**config.mk**
```make
export PLATFORM = sky130hd
export DESIGN_NAME = chca_ram
export DESIGN_NICKNAME = d
export VERILOG_FILES = /design/src/rtl/chca_ram.sv
export SDC_FILE = /design/constraint.sdc
export NUM_CORES = 1
export LEC_CHECK = 0
export BUFFER_PORTS_ARGS = -buffer_cell sky130_fd_sc_hd__buf_2
export CAP_MARGIN = 20
export CORE_UTILIZATION = 36
export CTS_BUF_LIST = sky130_fd_sc_hd__clkbuf_4 sky130_fd_sc_hd__clkbuf_8
export DETAILED_ROUTE_END_ITERATION = 8
export HOLD_SLACK_MARGIN = 0.06
export SLEW_MARGIN = 20
export SYNTH_ARGS = -nofsm -noshare
export SYNTH_HDL_FRONTEND = slang
export SYNTH_SLANG_ARGS = --single-unit
```
**constraint.sdc**
```tcl
create_clock -name clk_i -period 3.2 [get_ports clk_i]
set_input_delay 0.64 -clock clk_i [delete_from_list [all_inputs] [get_ports clk_i]]
set_output_delay 0.64 -clock clk_i [all_outputs]
set_load 0.05 [all_outputs]
```
**src/rtl/chca_ram.sv**
```systemverilog
`timescale 1ns / 1ps
// ----------------------------------------------------------------------------
// Generic single-write, single-read RAM
// One write port and one read port; the read data is registered.
// ----------------------------------------------------------------------------
module chca_ram #(
  parameter int WIDTH = 8,
  parameter int DEPTH = 16
) (
  input  logic                                    clk_i,
  input  logic                                    we_i,
  input  logic [((DEPTH > 1) ? $clog2(DEPTH) : 1)-1:0] waddr_i,
  input  logic [WIDTH-1:0]                        wdata_i,
  input  logic [((DEPTH > 1) ? $clog2(DEPTH) : 1)-1:0] raddr_i,
  output logic [WIDTH-1:0]                        rdata_o
);

  logic [WIDTH-1:0] mem_q [DEPTH];
  logic [WIDTH-1:0] rdata_q;

  // Write port.
  always_ff @(posedge clk_i) begin
    if (we_i) begin
      mem_q[waddr_i] <= wdata_i;
    end
  end

  // Registered read port.
  always_ff @(posedge clk_i) begin
    rdata_q <= mem_q[raddr_i];
  end

  assign rdata_o = rdata_q;

endmodule

```
* Yosys cells after proc, flatten, opt, wreduce, memory -nomap -nowiden
Memory sizes are Yosys's and may differ from the RTL's. A register that Yosys moved wholly into a read port is not among the register bits.
Index checks and enable logic that the tools add are counted.
** Word-level totals
- Register bits after elaboration :: 0
- RAM bits :: 128
- Output and inout port bits :: 8
- Memories :: 1
** Cells by class
- Mux-type cells :: 2
** Memory list
- mem_q :: words 16, bits a word 8, read ports 1, clocked after Yosys merged registers in 1, write ports 1, line 18 : logic [WIDTH-1:0] mem_q [DEPTH];
** Operators by type and width (count)
- $mux 1 :: 2

* Logic depth before layout (Yosys ltp)
Gate-level depths: netlist (run 1).
- Depth in word-level cells :: 2
- Mapped depth :: 5
- Gate-level depth less buffers :: 3

* Worst setup path before layout (run 1)
OpenSTA, ideal clock, no wires.
- Path type :: input to register
- From :: in waddr_i[2] (netlist name)
- To :: mem mem_q[0][0], enable pin
- Setup time :: 0.383 ns
- Arrival time :: 1.750 ns
- Required time :: 2.817 ns
- Setup slack :: 1.067 ns
- Cell stages on the path :: 2
- Buffers on the path :: 0
- Path through :: or3b_2 -> nor3_1
** RTL lines
- start: declaration :: line 12 : input logic [((DEPTH > 1) ? $clog2(DEPTH) : 1)-1:0] waddr_i,
- end: declaration :: line 18
Straight into the memory's write port.

* Worst setup path after layout (run 1)
- From :: in waddr_i[2] (netlist name)
- To :: mem mem_q[3][6], enable pin
Straight into the memory's write port.

==> flow_metrics.env, run 1 <==
export IMPL_htree_levels=4
export IMPL_post_route_drc_count=0
export IMPL_cts_resized=0
export IMPL_die_area_um2=14800
export IMPL_hold_class="primary input to register"
export IMPL_drive_gt1_frac=0.307
export IMPL_post_cts_buffers=0
export IMPL_drt_pass1_iter_count=4
export IMPL_clock_fmax_mhz=528
export IMPL_met3_usage=0.0384
export IMPL_slew_viol_final=0
export IMPL_cts_tree="done"
export IMPL_cts_clk_slew_worst_paths_ns=0.07
export IMPL_synth_fa_ha_area_frac=0
export IMPL_vias=2403
export IMPL_yosysUniqueCellTypes=19
export IMPL_p_seq_frac=0.517
export IMPL_post_route_period_util=0.592
export IMPL_grt_util_met2=0.237
export IMPL_cap_violations=0
export IMPL_final_cell_mix="edfxtp_1, buf_2, clkbuf_8"
export IMPL_busiest_layer="met2"
export IMPL_worstPathRequired_ns=3.26
export IMPL_grt_pass1_wl_mm=15.6
export IMPL_finalHoldViolCount=0
export IMPL_final_antenna_net_count=0
export IMPL_cts_buffers=17
export IMPL_antenna_cells=0
export IMPL_start_util=0.369
export IMPL_syn_inst=229
export IMPL_area_growth_pct=16.8
export IMPL_drt_iter0_drc=135
export IMPL_tightest_slew_ns=0.908
export IMPL_swShare=0.197
export IMPL_grt_total_usage=0.153
export IMPL_cts_path_max_buffers=2
export IMPL_critPathMaxFanout=8
export IMPL_core_area_um2=13900
export IMPL_criticalPathCategory="primary input to register"
export IMPL_ir_drop_uv=295
export IMPL_cts_root_buf="clkbuf_8"
export IMPL_grt_max_degree=33
export IMPL_wl_mm=10.1
export IMPL_place_inst=438
export IMPL_grt_pass1_vias=2543
export IMPL_fp_dieW_um=122
export IMPL_syn_area_um2=5150
export IMPL_synth_top_family_by_area="multiplexers"
export IMPL_rows=43
export IMPL_status="complete, no violations"
export IMPL_finalSetupViolations=0
export IMPL_fin_tns_setup_ns=0
export IMPL_synth_area_mux_share=0.150
export IMPL_fin_skew_ns=0.00995
export IMPL_synth_warnings=0
export IMPL_gr_total_overflow=0
export IMPL_cts_sinks=136
export IMPL_fin_nets=295
export IMPL_io_buffers=25
export IMPL_worstPathArrival_ns=1.96
export IMPL_io_pins=26
export IMPL_finalPower_mw=3.87
export IMPL_synth_compound_area_frac=0.0233
export IMPL_postCtsHoldBufs=0
export IMPL_p_leak_nw=2.02
export IMPL_routedWlPerCell_um=21.5
export IMPL_syn_num_nets=247
export IMPL_gr_usage_met1=0.205
export IMPL_synth_xor_area_frac=0
export IMPL_dpl_hpwl_mm=6.58
export IMPL_net_switching_power_uw=762
export IMPL_final_min_clock_period_ns=1.90
export IMPL_synthSimpleGateAreaFrac=0.0318
export IMPL_viasPerCell=5.11
export IMPL_die_h_um=122
export IMPL_yosysSeqAreaShare=0.778
export IMPL_clk_latency_ns=0.44
export IMPL_start_kind="primary input"
export IMPL_p_int_mw=3.11
export IMPL_combPwrFrac=0.057
export IMPL_antenna_found_initial=0
export IMPL_slew_headroom=0.392
export IMPL_gp_congestion=0.820
export IMPL_power_share_clock=0.426
export IMPL_synth_seq_cells=136
export IMPL_cp_end_kind="register"
export IMPL_p_per_area_nw_per_um2=645
export IMPL_fin_cells=470
export IMPL_rsz0062_at_grt="no"
export IMPL_syn_area_per_cell_um2=22.5
export IMPL_layout_commonest_cell="edfxtp_1"
## registers in the layout, summed over array words and instances (netlist names)
| name | count |
|---|---|
| rdata_o | 8 |
| mem_q | 128 |
## synthesized netlist by cell type
cell type	number	area, um2
dfxtp_1	8	160
nand2_1	9	33.8
nand3_1	1	5.00
mux4_1	14	368
clkdlybuf4s25_2	3	30.0
a22oi_1	16	120
and2b_1	1	7.51
edfxtp_1	128	3840
nor3_1	4	20.0
nor2b_1	1	6.26
buf_4	1	7.51
nand3b_1	2	15.0
and2_1	1	6.26
buf_2	3	15.0
nor2_1	13	48.8
or3b_2	1	8.76
buf_6	3	33.8
nand2b_1	2	12.5
mux4_2	18	405
## power groups by stage
stage / combinational, mW / clock [mW] / sequential (mW)
final: 0.222 / 1.65 / 2.00
after global routing: 0.239 / 1.74 / 2.01
after CTS: 0.225 / 1.68 / 2.00
after detailed placement: 0.224 / 0 / 2.04
after global placement: 0.221 / 0 / 2.04
after floorplan: 0.101 / 0 / 2.08
## stage by stage
stage          setup WS [ns]  hold WS [ns]  area [um2]   util
2_1_floorplan           1.07         0.629        5150      -
3_3_place_gp           0.896         0.660        5530  0.397
3_5_place_dp           0.888         0.662        5530  0.397
4_1_cts                 1.36         0.566        6010  0.431
5_1_grt                 1.29         0.579        6010  0.431
6_report                1.30         0.585        6010  0.431
## cells by family after synthesis
kind of cell	Yosys count
compound gates	16
flops	136
simple gates	35
buf+inv	10
mux	32
## final cells by class
type / count / area (um2)
Clock buffer: 24 / 318
Fill cell: 1175 / 7920
Clock inverter: 8 / 164
Timing Repair Buffer: 39 / 243
Tap cell: 180 / 225
Sequential cell: 136 / 4000
Multi-Input combinational cell: 83 / 1060
## path summary, 6_finish.rpt
path                     startpoint                    end  slack (ns)  cells past startpoint
min                      wdata_i[6]  mem_q[6][6]$_DFFE_PP_        0.59                      1
min reg2reg  mem_q[15][4]$_DFFE_PP_     rdata_o[4]$_DFF_P_        0.67                      3
max                      waddr_i[2]  mem_q[3][6]$_DFFE_PP_        1.30                      3
max reg2reg   mem_q[9][5]$_DFFE_PP_     rdata_o[5]$_DFF_P_        1.79                      3
## critical path: stages
cell	delay [ns]
buf_2	0.11
or3b_2	0.52
nor2_1	0.69
## layer usage
layer	vias up	share of wire	wire length [um]
met5	-	0	0
met4	0	0.011	116
met3	11	0.037	373
met2	60	0.48	4870
met1	1262	0.47	4740
li1	1070	-	-
Power figures use the tool's default switching activity.
==> inputs of run 2 (changes only) <==
==> constraint.sdc (replaced) <==
create_clock -name clk_i -period 1.9 [get_ports clk_i]
set_input_delay 0.38 -clock clk_i [delete_from_list [all_inputs] [get_ports clk_i]]
set_output_delay 0.38 -clock clk_i [all_outputs]
set_load 0.05 [all_outputs]
==> run 2 against run 1 <==
Effect of this change:
- global-route usage fell by 0.28 points
- clock skew fell by 0.0013 ns
- utilization rose by 0.21 points
- sequential cell count did not move
- cell area up 0.48%
- critical path depth grew 2
- critical endpoint is now rdata_o[1]$_DFF_P_
- routed wire length fell by 1.9%
==> flow_metrics.env, run 2 (synthesis gave the netlist of run 1 again) <==
export IMPL_fin_cells=479
export IMPL_net_switching_power_mw=1.32
export IMPL_core_area_um2=13900
export IMPL_ir_drop_uv=691
export IMPL_swShare=0.212
export IMPL_cts_clk_slew_worst_paths_ns=0.08
export IMPL_start_kind="primary input"
export IMPL_cp_top_family="multiplexers"
export IMPL_routedWlPerCell_um=20.7
export IMPL_worstPathRequired_ns=2.21
export IMPL_wl_mm=9.91
export IMPL_post_route_period_util=0.775
export IMPL_io_buffers=25
export IMPL_cp_num_buf_inv=2
export IMPL_antenna_cells=0
export IMPL_start_util=0.369
export IMPL_slowest_stage="mux4_1"
export IMPL_finalSetupViolations=0
export IMPL_clock_fmax_mhz=679
export IMPL_p_leak_nw=2.04
export IMPL_dpl_hpwl_mm=6.49
export IMPL_p_seq_frac=0.542
export IMPL_p_per_area_nw_per_um2=1030
export IMPL_fin_nets=304
export IMPL_critPathMaxFanout=13
export IMPL_grt_pass1_wl_mm=15.2
export IMPL_final_util=0.433
export IMPL_final_cell_mix="edfxtp_1, buf_2, buf_4"
export IMPL_final_antenna_net_count=0
export IMPL_timing_hold_ws_ns=0.332
export IMPL_cts_buffers=17
export IMPL_grt_max_degree=26
export IMPL_largest_register_ffs=128
export IMPL_place_ws_ns=-0.0454
export IMPL_antenna_found_initial=0
export IMPL_largest_register="mem_q"
export IMPL_drt_iter0_drc=169
export IMPL_area_growth_pct=17.3
export IMPL_fp_dieW_um=122
export IMPL_die_area_um2=14800
export IMPL_criticalPathCategory="primary input to register"
export IMPL_multi_input_comb_area_um2=1060
export IMPL_p_int_mw=4.90
export IMPL_setup_ws_ns=0.428
export IMPL_cts_sinks=136
export IMPL_critPathMaxStageDelay_ns=0.58
export IMPL_n_fill_cell=1180
export IMPL_cts_tree="done"
export IMPL_grt_total_usage=0.150
export IMPL_htree_levels=4
export IMPL_rows=43
export IMPL_cp_end_kind="register"
export IMPL_grt_pass1_vias=2523
export IMPL_post_route_drc_count=0
export IMPL_place_inst=447
export IMPL_cts_path_max_buffers=2
export IMPL_crit_path_cell_trace="buf_2 > buf_4 > mux4_1 > a22oi_1 > nand2_1"
export IMPL_die_h_um=122
export IMPL_worstPathArrival_ns=1.78
export IMPL_postCtsHoldBufs=0
export IMPL_cap_violations=0
export IMPL_power_share_clock=0.396
export IMPL_slew_headroom=0.419
export IMPL_gp_congestion=0.713
export IMPL_hold_class="primary input to register"
export IMPL_layout_commonest_cell="edfxtp_1"
export IMPL_rsz0062_at_grt="no"
export IMPL_tightest_slew_ns=0.869
export IMPL_drt_pass1_iter_count=4
export IMPL_cts_root_buf="clkbuf_8"
export IMPL_vias=2417
export IMPL_slew_viol_final=0
export IMPL_clk_latency_ns=0.43
export IMPL_status="complete, no violations"
export IMPL_finalHoldViolCount=0
export IMPL_final_min_clock_period_ns=1.47
export IMPL_io_pins=26
export IMPL_post_cts_buffers=0
export IMPL_fin_skew_ns=0.00867
export IMPL_gr_total_overflow=0
export IMPL_cts_resized=0
export IMPL_drive_gt1_frac=0.321
export IMPL_combPwrFrac=0.062
export IMPL_viasPerCell=5.05
export IMPL_final_seq_area_um2=4000
run 2: power groups by stage:
stage | Sequential (mW) | Clock, mW | Combinational, mW
floorplan | 3.50 | 0 | 0.170
detailed placement | 3.44 | 0 | 0.395
global placement | 3.44 | 0 | 0.388
finish | 3.37 | 2.46 | 0.388
CTS | 3.37 | 2.51 | 0.395
global route | 3.38 | 2.61 | 0.420
run 2: path summary, 6_finish.rpt:
check	to	slack [ns]	cells past startpoint	start
hold reg to reg	rdata_o[6]$_DFF_P_	0.68	3	mem_q[12][6]$_DFFE_PP_
setup reg to reg	rdata_o[2]$_DFF_P_	0.50	3	mem_q[2][2]$_DFFE_PP_
hold / removal	mem_q[10][5]$_DFFE_PP_	0.33	1	wdata_i[5]
setup / recovery	rdata_o[1]$_DFF_P_	0.43	5	raddr_i[0]
run 2: per-layer routing:
metal	vias up	track usage	part of all wire
li1	1087	-	-
met1	1273	0.200	0.48
met2	42	0.234	0.48
met3	15	0.0435	0.030
met4	0	0.0556	0.014
met5	-	0	0
run 2: layout make-up:
| type | count | area share |
|---|---|---|
| sequential | 136 | 0.663 |
| clock buffer | 17 | 0.0387 |
| tap | 180 | 0.0373 |
| multi-input combinational | 83 | 0.175 |
| clock inverter | 15 | 0.0305 |
| timing repair buffer | 48 | 0.0555 |
run 2: stage by stage:
stage	cell area (um2)	total power [mW]	TNS, ns
after floorplan	5150	3.67	0
after global placement	5620	3.82	-0.0121
after detailed placement	5620	3.83	-0.0454
after CTS	6040	6.28	0
after global routing	6040	6.40	0
final	6040	6.22	0
