### src/rtl/chca_pkg.sv
`timescale 1ns / 1ps
// ----------------------------------------------------------------------------
// Package for the compacting handle allocator
// Field widths, request and status codes, sequencer states and the operation
// codes of the shared arithmetic unit.
// ----------------------------------------------------------------------------
package chca_pkg;

  // Field widths of the request and response transactions.
  localparam int IDX_W    = 7;
  localparam int SIZE_W   = 18;
  localparam int STATUS_W = 3;
  localparam int OFF_W    = 17;

  // Request type codes.
  localparam logic REQ_ALLOC = 1'b0;
  localparam logic REQ_FREE  = 1'b1;

  // Response status codes.
  typedef enum logic [STATUS_W-1:0] {
    ST_OK    = 3'd0,
    ST_RANGE = 3'd1,
    ST_SIZE  = 3'd2,
    ST_BUSY  = 3'd3,
    ST_FREE  = 3'd4
  } status_e;

  // Sequencer states.
  typedef enum logic [3:0] {
    S_IDLE,
    S_REM,
    S_ACHK,
    S_AUPD,
    S_DLOOK,
    S_DEND,
    S_DCNT,
    S_DUSED,
    S_DREM,
    S_WALK,
    S_EMIT
  } state_e;

  // Operations of the shared add/subtract unit.
  typedef enum logic {
    ALU_ADD,
    ALU_SUB
  } alu_op_e;

endpackage

### src/rtl/chca_alu.sv
`timescale 1ns / 1ps
// ----------------------------------------------------------------------------
// Shared arithmetic unit of the allocator
// One add/subtract with carry-out and one magnitude compare, time-shared by
// the sequencer for every size check, offset shift and byte count.
// ----------------------------------------------------------------------------
module chca_alu import chca_pkg::*; #(
  parameter int W = 19
) (
  input  alu_op_e      op_i,
  input  logic [W-1:0] a_i,
  input  logic [W-1:0] b_i,
  input  logic [W-1:0] cmp_a_i,
  input  logic [W-1:0] cmp_b_i,
  output logic [W:0]   res_o,
  output logic         gt_o
);

  // Add or subtract; the top bit is the carry, or the borrow when a < b.
  always_comb begin
    case (op_i)
      ALU_ADD: res_o = {1'b0, a_i} + {1'b0, b_i};
      ALU_SUB: res_o = {1'b0, a_i} - {1'b0, b_i};
      default: res_o = '0;
    endcase
  end

  // Unsigned greater-than compare.
  assign gt_o = (cmp_a_i > cmp_b_i);

endmodule

### config.mk
export PLATFORM = sky130hd
export DESIGN_NAME = chca_alu
export DESIGN_NICKNAME = d
export VERILOG_FILES = /design/src/rtl/chca_pkg.sv /design/src/rtl/chca_alu.sv
export SDC_FILE = /design/constraint.sdc
export NUM_CORES = 1
export LEC_CHECK = 0
export ABC_AREA = 1
export BUFFER_PORTS_ARGS = -buffer_cell sky130_fd_sc_hd__buf_2
export CORE_MARGIN = 4
export CORE_UTILIZATION = 55
export DETAILED_ROUTE_END_ITERATION = 8
export PLACE_DENSITY = 0.9
export SLEW_MARGIN = 20
export SYNTH_ARGS = -nofsm -noshare
export SYNTH_HDL_FRONTEND = slang
export SYNTH_SLANG_ARGS = --single-unit
### constraint.sdc
create_clock -name vclk -period 5.9
set_input_delay 0.885 -clock vclk [all_inputs]
set_output_delay 0.885 -clock vclk [all_outputs]
set_load 0.02 [all_outputs]
### Yosys cells after proc, flatten, opt, wreduce, memory -nomap -nowiden

Cells that the tools add are included.

* register bits: 0
* bits of input ports: 77
* output and inout bits: 21
* logic and storage cells: 5

* $add $sub $neg: 2
* $lt $le $gt $ge: 1
* multiplexer cells: 1
* bitwise gates (word level): 1

Operators with widths (number)
* $pmux 20 s2: 1
* $add 19x19->20: 1
* $sub 19x19->20: 1
* $gt 19x19->1: 1
* $not 1->1: 1

### Depth between registers and ports, before layout

Gate-level depths: netlist (run 1).

* word-level depth: 2
* mapped depth: 20
* gate-level depth less buffers: 20

### Worst setup path after synthesis (run 1)

OpenSTA, ideal clock, no wires.

* kind: input to output
* start point: input port b_i[1]
* end point: output port res_o[11]
* arrival: 2945 ps
* required time: 5015 ps
* slack: 2070 ps
* stages on the path: 17
* buffers on the path: 0
* cell sequence: inv_1 ha_1 nand2_2 nor2_2 inv_2 nor2_4 nor2_1 xor2_1 inv_1 ha_1 nand2_1 inv_1 nand2_1 nor2_2 nand2_1 nand3_1 xor2_1

* word-level cells in the longest chain between the ends: 2

Ends and longest elaborated chain
* start, declared: line chca_alu.sv:12 `input logic [W-1:0] b_i,`
* $sub 19x19->20 / $add 19x19->20 (equally long branches): line chca_alu.sv:23, chca_alu.sv:22
* $pmux 20 s2 (*): line chca_alu.sv:21 `case (op_i)`
* end, declared: line chca_alu.sv:15 `output logic [W:0] res_o,`

Mark *: on every way between the ends. The rest lies on a longest branch, timed or not.

### Worst setup path in the final report (run 1)

* start point: input port b_i[0]
* end point: output port res_o[17]

Same word-level chain as after synthesis.

==> flow_summary.ini, run 1 <==
[run_status]
status = finished clean

[timing]
fin_crit_ns = 4.22
fin_ws_ns = 1.68
slew_headroom_pct = 68.8
final.setup.tns_ns = 0
setup_viol_count_final = 0
slew_viol_final = 0
rsz0062_at_grt = false
holdWs_ns = 2.15
finalHoldViolations = 0
min_period_over_period_pct = 71.6
worst_slew_pin_slew_ns = 0.467
fmax_mhz = 237

[synth]
synth.distinct_cells = 29
synth_warnings = 0
synthTopCellsByCount = nand2_1 (138), inv_1 (85), nor2_1 (42)
synth_top_area_share_pct = 22.2
synth_area_leader_cell = nand2_1
syn_nets = 554
yosysMostFrequentCell = nand2_1
avgSynthCellArea_um2 = 5.35
mappedNetlistArea_mm2 = 0.00234
synth.area.top_cells = nand2_1 (22%), ha_1 (21%), inv_1 (14%)
ys_seq_area_share_pct = 0
synth_cells = 437

[global_routing]
grtUsageTotal_pct = 23.8
grt_start_max_net_pins = 15
antenna_found_initial = 0
grt_pass1_wl_um = 10800
grt_overflow = 0
first_global_vias = 2844

[floorplan]
pin_count = 98
rows = 23
chipHeight_um = 73.2
initial_core_util_pct = 57.6
core_area_mm2 = 0.00406
die_area_mm2 = 0.00535
die_w_um = 73.2

[layout]
nets = 652
fin_cells = 583
seqCellArea_um2 = 0
drive_gt1_share_pct = 22.9
area_delta_synth_final_pct = 23.1
n_clock_buffer = 0
antenna_cells = 0
seq_cells = 0

[pwr]
p_leak_nw = 1.83
power_mw = 0.351
ir_drop_uv = 54.9
powerDensity_mw_per_mm2 = 122

[cts]
ctsHoldBuffers = 0
cts_setup_buffers = 0
ctsResizeCount = 0

[run]
drv_cap = 0

[setup_path]
critPathSlowestCell = ha_1
cp_max_fo = 5
path_class = in -> out
worstSetupEndpointType = output pin
max_stage_delay_ns = 0.34
crit_arrival_ns = 3.34
crit_chain = buf_2, inv_1, ha_1, nand2_2, nor2_2, inv_2, nor2_4, nor2_1, xor2_1, inv_1, ha_1, nand2_1, nor2_1, nand3_1, nand3_1, nand2_1, nand2_1, nand2_1, nand2_1, buf_2
cp.required_ns = 5.02
cp-start-kind = input port
cp_common_cell = nand2_1

[route]
ant_nets = 0
wl_per_cell_um = 10.7
firstDrtPassIters = 4
num_vias = 2928
drt-total-wl_um = 6250
via_per_inst = 5.02
route.detailed.drc = 0
first_iter_violations = 236

[place]
dp_hpwl_um = 5780
gp_congestion = 0.946
pre_cts_ws_ns = 1.70
port_buffers = 98
dp_cells = 583

[hold_path]
hold_class = in -> out
## metal layers
| layer | vias up | part of all wire [%] | global-route usage (%) |
|---|---|---|---|
| li1 | 1551 | - | - |
| met1 | 1270 | 41 | 27.1 |
| met2 | 98 | 51 | 46.3 |
| met3 | 9 | 6.6 | 3.03 |
| met4 | 0 | 1.3 | 4.92 |
| met5 | - | 0 | 0 |
## placed cells by master, fill, tap and decap left out, types with 3 or more instances in the layout
cell	synthesis	final
nand4_1	3	3
xnor2_1	4	4
xor2_1	17	17
ha_1	39	39
nor2_2	5	5
nand3_1	34	34
inv_1	85	85
nand2_2	4	4
nor2_4	3	3
o21ai_1	3	3
buf_2	1	98
nor2_1	42	42
nand2_1	138	138
inv_2	4	4
o21ai_0	9	9
a21oi_1	24	24
and2_1	4	4
nand3_2	3	3
## metrics by stage
step                      util [%]  instance area, µm²
after floorplan                  -                2340
after global placement        70.9                2880
after detailed placement      70.9                2880
after CTS                     70.9                2880
after global routing          70.9                2880
final                         70.9                2880
## layout make-up
type / instances / area (µm²)
Tap cell: 50 / 62.6
Timing Repair Buffer: 98 / 490
Fill cell: 365 / 1180
Multi-Input combinational cell: 346 / 1990
Inverter: 89 / 334
## report_power, final
part | switching (mW) | internal [mW] | leakage (nW) | total, mW
logic | 0.221 | 0.131 | 1.83 | 0.351
clock network | 0 | 0 | 0 | 0
registers | 0 | 0 | 0 | 0
## logic make-up after synthesis
| family | synth area share, % |
|---|---|
| AO/OA/AOI/OAI | 10.1 |
| XOR/XNOR | 7.87 |
| adder cells (fa/ha/maj) | 21.7 |
| buffers and inverters | 14.8 |
| AND/OR/NAND/NOR | 45.5 |
## worst max-delay path: cells and delay by family
kind | cells | cell delay, ns
and+or+nand+nor | 12 | 1.23
adders and majority gates | 2 | 0.61
xor gates and xnor gates | 1 | 0.14
buffers and inverters | 5 | 0.47
## path summary, 6_finish.rpt
check,depth (start not counted),start,end,slack (ns)
min,4,b_i[0],res_o[0],2.15
max,20,b_i[0],res_o[17],1.68
No activity file was read; power rests on OpenSTA's default activity.
==> run 2, diff against run 1 <==
--- a/config.mk
+++ b/config.mk
@@ -5,12 +5,12 @@
 export SDC_FILE = /design/constraint.sdc
 export NUM_CORES = 1
 export LEC_CHECK = 0
-export ABC_AREA = 1
+export ABC_AREA = 0
 export BUFFER_PORTS_ARGS = -buffer_cell sky130_fd_sc_hd__buf_2
 export CORE_MARGIN = 4
-export CORE_UTILIZATION = 55
+export CORE_UTILIZATION = 48
 export DETAILED_ROUTE_END_ITERATION = 8
-export PLACE_DENSITY = 0.9
+export PLACE_DENSITY = 0.85
 export SLEW_MARGIN = 20
 export SYNTH_ARGS = -nofsm -noshare
 export SYNTH_HDL_FRONTEND = slang
==> constraint.sdc (replaced) <==
create_clock -name vclk -period 3.9
set_input_delay 0.585 -clock vclk [all_inputs]
set_output_delay 0.585 -clock vclk [all_outputs]
set_load 0.02 [all_outputs]
==> flow_summary.ini, run 2 <==
[run_status]
status = finished, violations left
violations = setup timing

[hold_path]
min_delay_path_depth = 4
hold_class = in -> out
worstHoldStart = b_i[0]
worstHoldEndpoint = res_o[0]

[route]
wl_per_cell_um = 12.7
ant_nets = 0
drt-total-wl_um = 5250
first_iter_violations = 71
via_per_inst = 5.37
firstDrtPassIters = 4
num_vias = 2225
route.detailed.drc = 0

[setup_path]
critPathTopFamily = simple AND/OR/NAND/NOR gates
crit_arrival_ns = 3.38
critPathSlowestCell = or4_4
cp-start-kind = input port
crit_chain = buf_2, or4_4, nor2_4, nand3_4, nor4_4, nor2_1, xnor2_1, ha_1, and3_4, a221o_1, a21o_1, a31oi_1, xor2_1, buf_4
path_buf_inv = 2
worstSetupEndpointType = output pin
cp_max_fo = 3
path_class = in -> out
cp.required_ns = 3.31
max_stage_delay_ns = 0.55

[timing]
fin_crit_ns = 3.97
final.setup.tns_ns = -0.0763
min_period_over_period_pct = 102
slew_headroom_pct = 79.3
setup_viol_count_final = 2
worst_slew_pin_slew_ns = 0.306
rsz0062_at_grt = true
holdWs_ns = 1.57
fin_ws_ns = -0.0663
fmax_mhz = 252
slew_viol_final = 0
finalHoldViolations = 0

[synth]
synth_area_leader_cell = ha_1
synthTopCellsByCount = ha_1 (39), nor2_1 (29), inv_1 (28), xnor2_1 (28), a21oi_1 (18)
synth_warnings = 0
mappedNetlistArea_mm2 = 0.00181
yosysMostFrequentCell = ha_1
synth.distinct_cells = 46
avgSynthCellArea_um2 = 7.19
synth_top_area_share_pct = 27.0
ys_seq_area_share_pct = 0
synth_cells = 251
synth.area.top_cells = ha_1 (27%), xnor2_1 (14%), nor2_1 (6.0%)
syn_nets = 368

[pwr]
p_leak_nw = 1.41
ir_drop_uv = 132
powerDensity_mw_per_mm2 = 223

[layout]
n_clock_buffer = 0
nets = 485
seq_cells = 0
seqCellArea_um2 = 0
drive_gt1_share_pct = 39.3
mostFrequentLayoutCell = buf_2
antenna_cells = 0
area_delta_synth_final_pct = 43.9
n_fill_cell = 298
layout_common_cells = buf_2 (93), ha_1 (38), inv_1 (28)

[global_routing]
grt_pass1_wl_um = 8350
first_global_vias = 2078
antenna_found_initial = 0
grtUsageTotal_pct = 19.5
grt_overflow = 0
grt_start_max_net_pins = 20

[floorplan]
pin_count = 98
die_area_mm2 = 0.00481
chipHeight_um = 69.3
die_w_um = 69.3
rows = 22
initial_core_util_pct = 49.3
core_area_mm2 = 0.00366

[run]
drv_cap = 0

[place]
port_buffers = 98
dp_hpwl_um = 4270
gp_congestion = 0.863
[run 2: cell count changes after synthesis, moves of 8 or more]
cell     delta
nand2_1   -132
inv_1      -57
nand3_1    -31
xnor2_1    +24
nor2_1     -13
xor2_1     -11
a21o_1     +10
nor3_1      +8
[run 2: power by group]
part	leakage, nW	internal (mW)	total [mW]	switching [mW]
Clock	0	0	0	0
Combinational	1.41	0.260	0.579	0.319
Sequential	0	0	0	0
Total	1.41	0.260	0.579	0.319
[run 2: logic make-up after synthesis]
family                     count (synthesis)  synth area share [%]
and+or+nand+nor                           76                  22.5
AOI/OAI and AO/OA                         67                  24.5
adders and majority gates                 40                  28.1
xor gates and xnor gates                  34                  16.5
buffers and inverters                     31                  6.65
muxes                                      3                  1.73
[run 2: per-layer routing]
layer | GRT usage [%] | wire (µm) | part of all wire [%] | up-vias
met2 | 35.7 | 2670 | 51 | 91
met1 | 24.8 | 2110 | 40 | 980
met3 | 2.03 | 348 | 6.6 | 14
met4 | 3.04 | 114 | 2.2 | 0
met5 | 0 | 0 | 0 | -
li1 | - | - | - | 1140
[run 2: timing repair]
item                       4_1_cts  5_1_grt
gates resized for setup          3       23
setup buffers                    0        3
pin swaps                        0        7
cloned                           0        0
hold buffers                     0        0
setup endpoints to repair        3        7
[run 2: layout make-up]
class                           count  area (µm²)  area share [%]
Inverter                           28         105            4.05
Multi-Input combinational cell    220        1780            68.4
Timing Repair Buffer              118         657            25.3
Tap cell                           48        60.1            2.31
[run 2: per-stage QoR]
stage | power, mW | setup slack, ns | instances | util (%) | area, µm²
after floorplan | 0.360 | 0.0348 | 251 | - | 1810
after global placement | 0.537 | -0.0148 | 411 | 67.4 | 2470
after detailed placement | 0.544 | -0.0647 | 411 | 67.4 | 2470
after CTS | 0.550 | -0.0586 | 411 | 67.6 | 2480
after global routing | 0.636 | -0.266 | 414 | 71.0 | 2600
final | 0.579 | -0.0663 | 414 | 71.0 | 2600
[run 2: worst max-delay path by stage]
stage	start	endpoint	slack [ns]	cells past startpoint
3_5_place_dp	b_i[7]	res_o[17]	-0.06	14
5_1_grt	b_i[8]	res_o[19]	-0.27	14
6_report	b_i[8]	res_o[19]	-0.07	14
2_1_floorplan	b_i[7]	res_o[19]	0.03	12
4_1_cts	b_i[7]	res_o[19]	-0.06	14
3_3_place_gp	b_i[7]	res_o[17]	-0.01	13
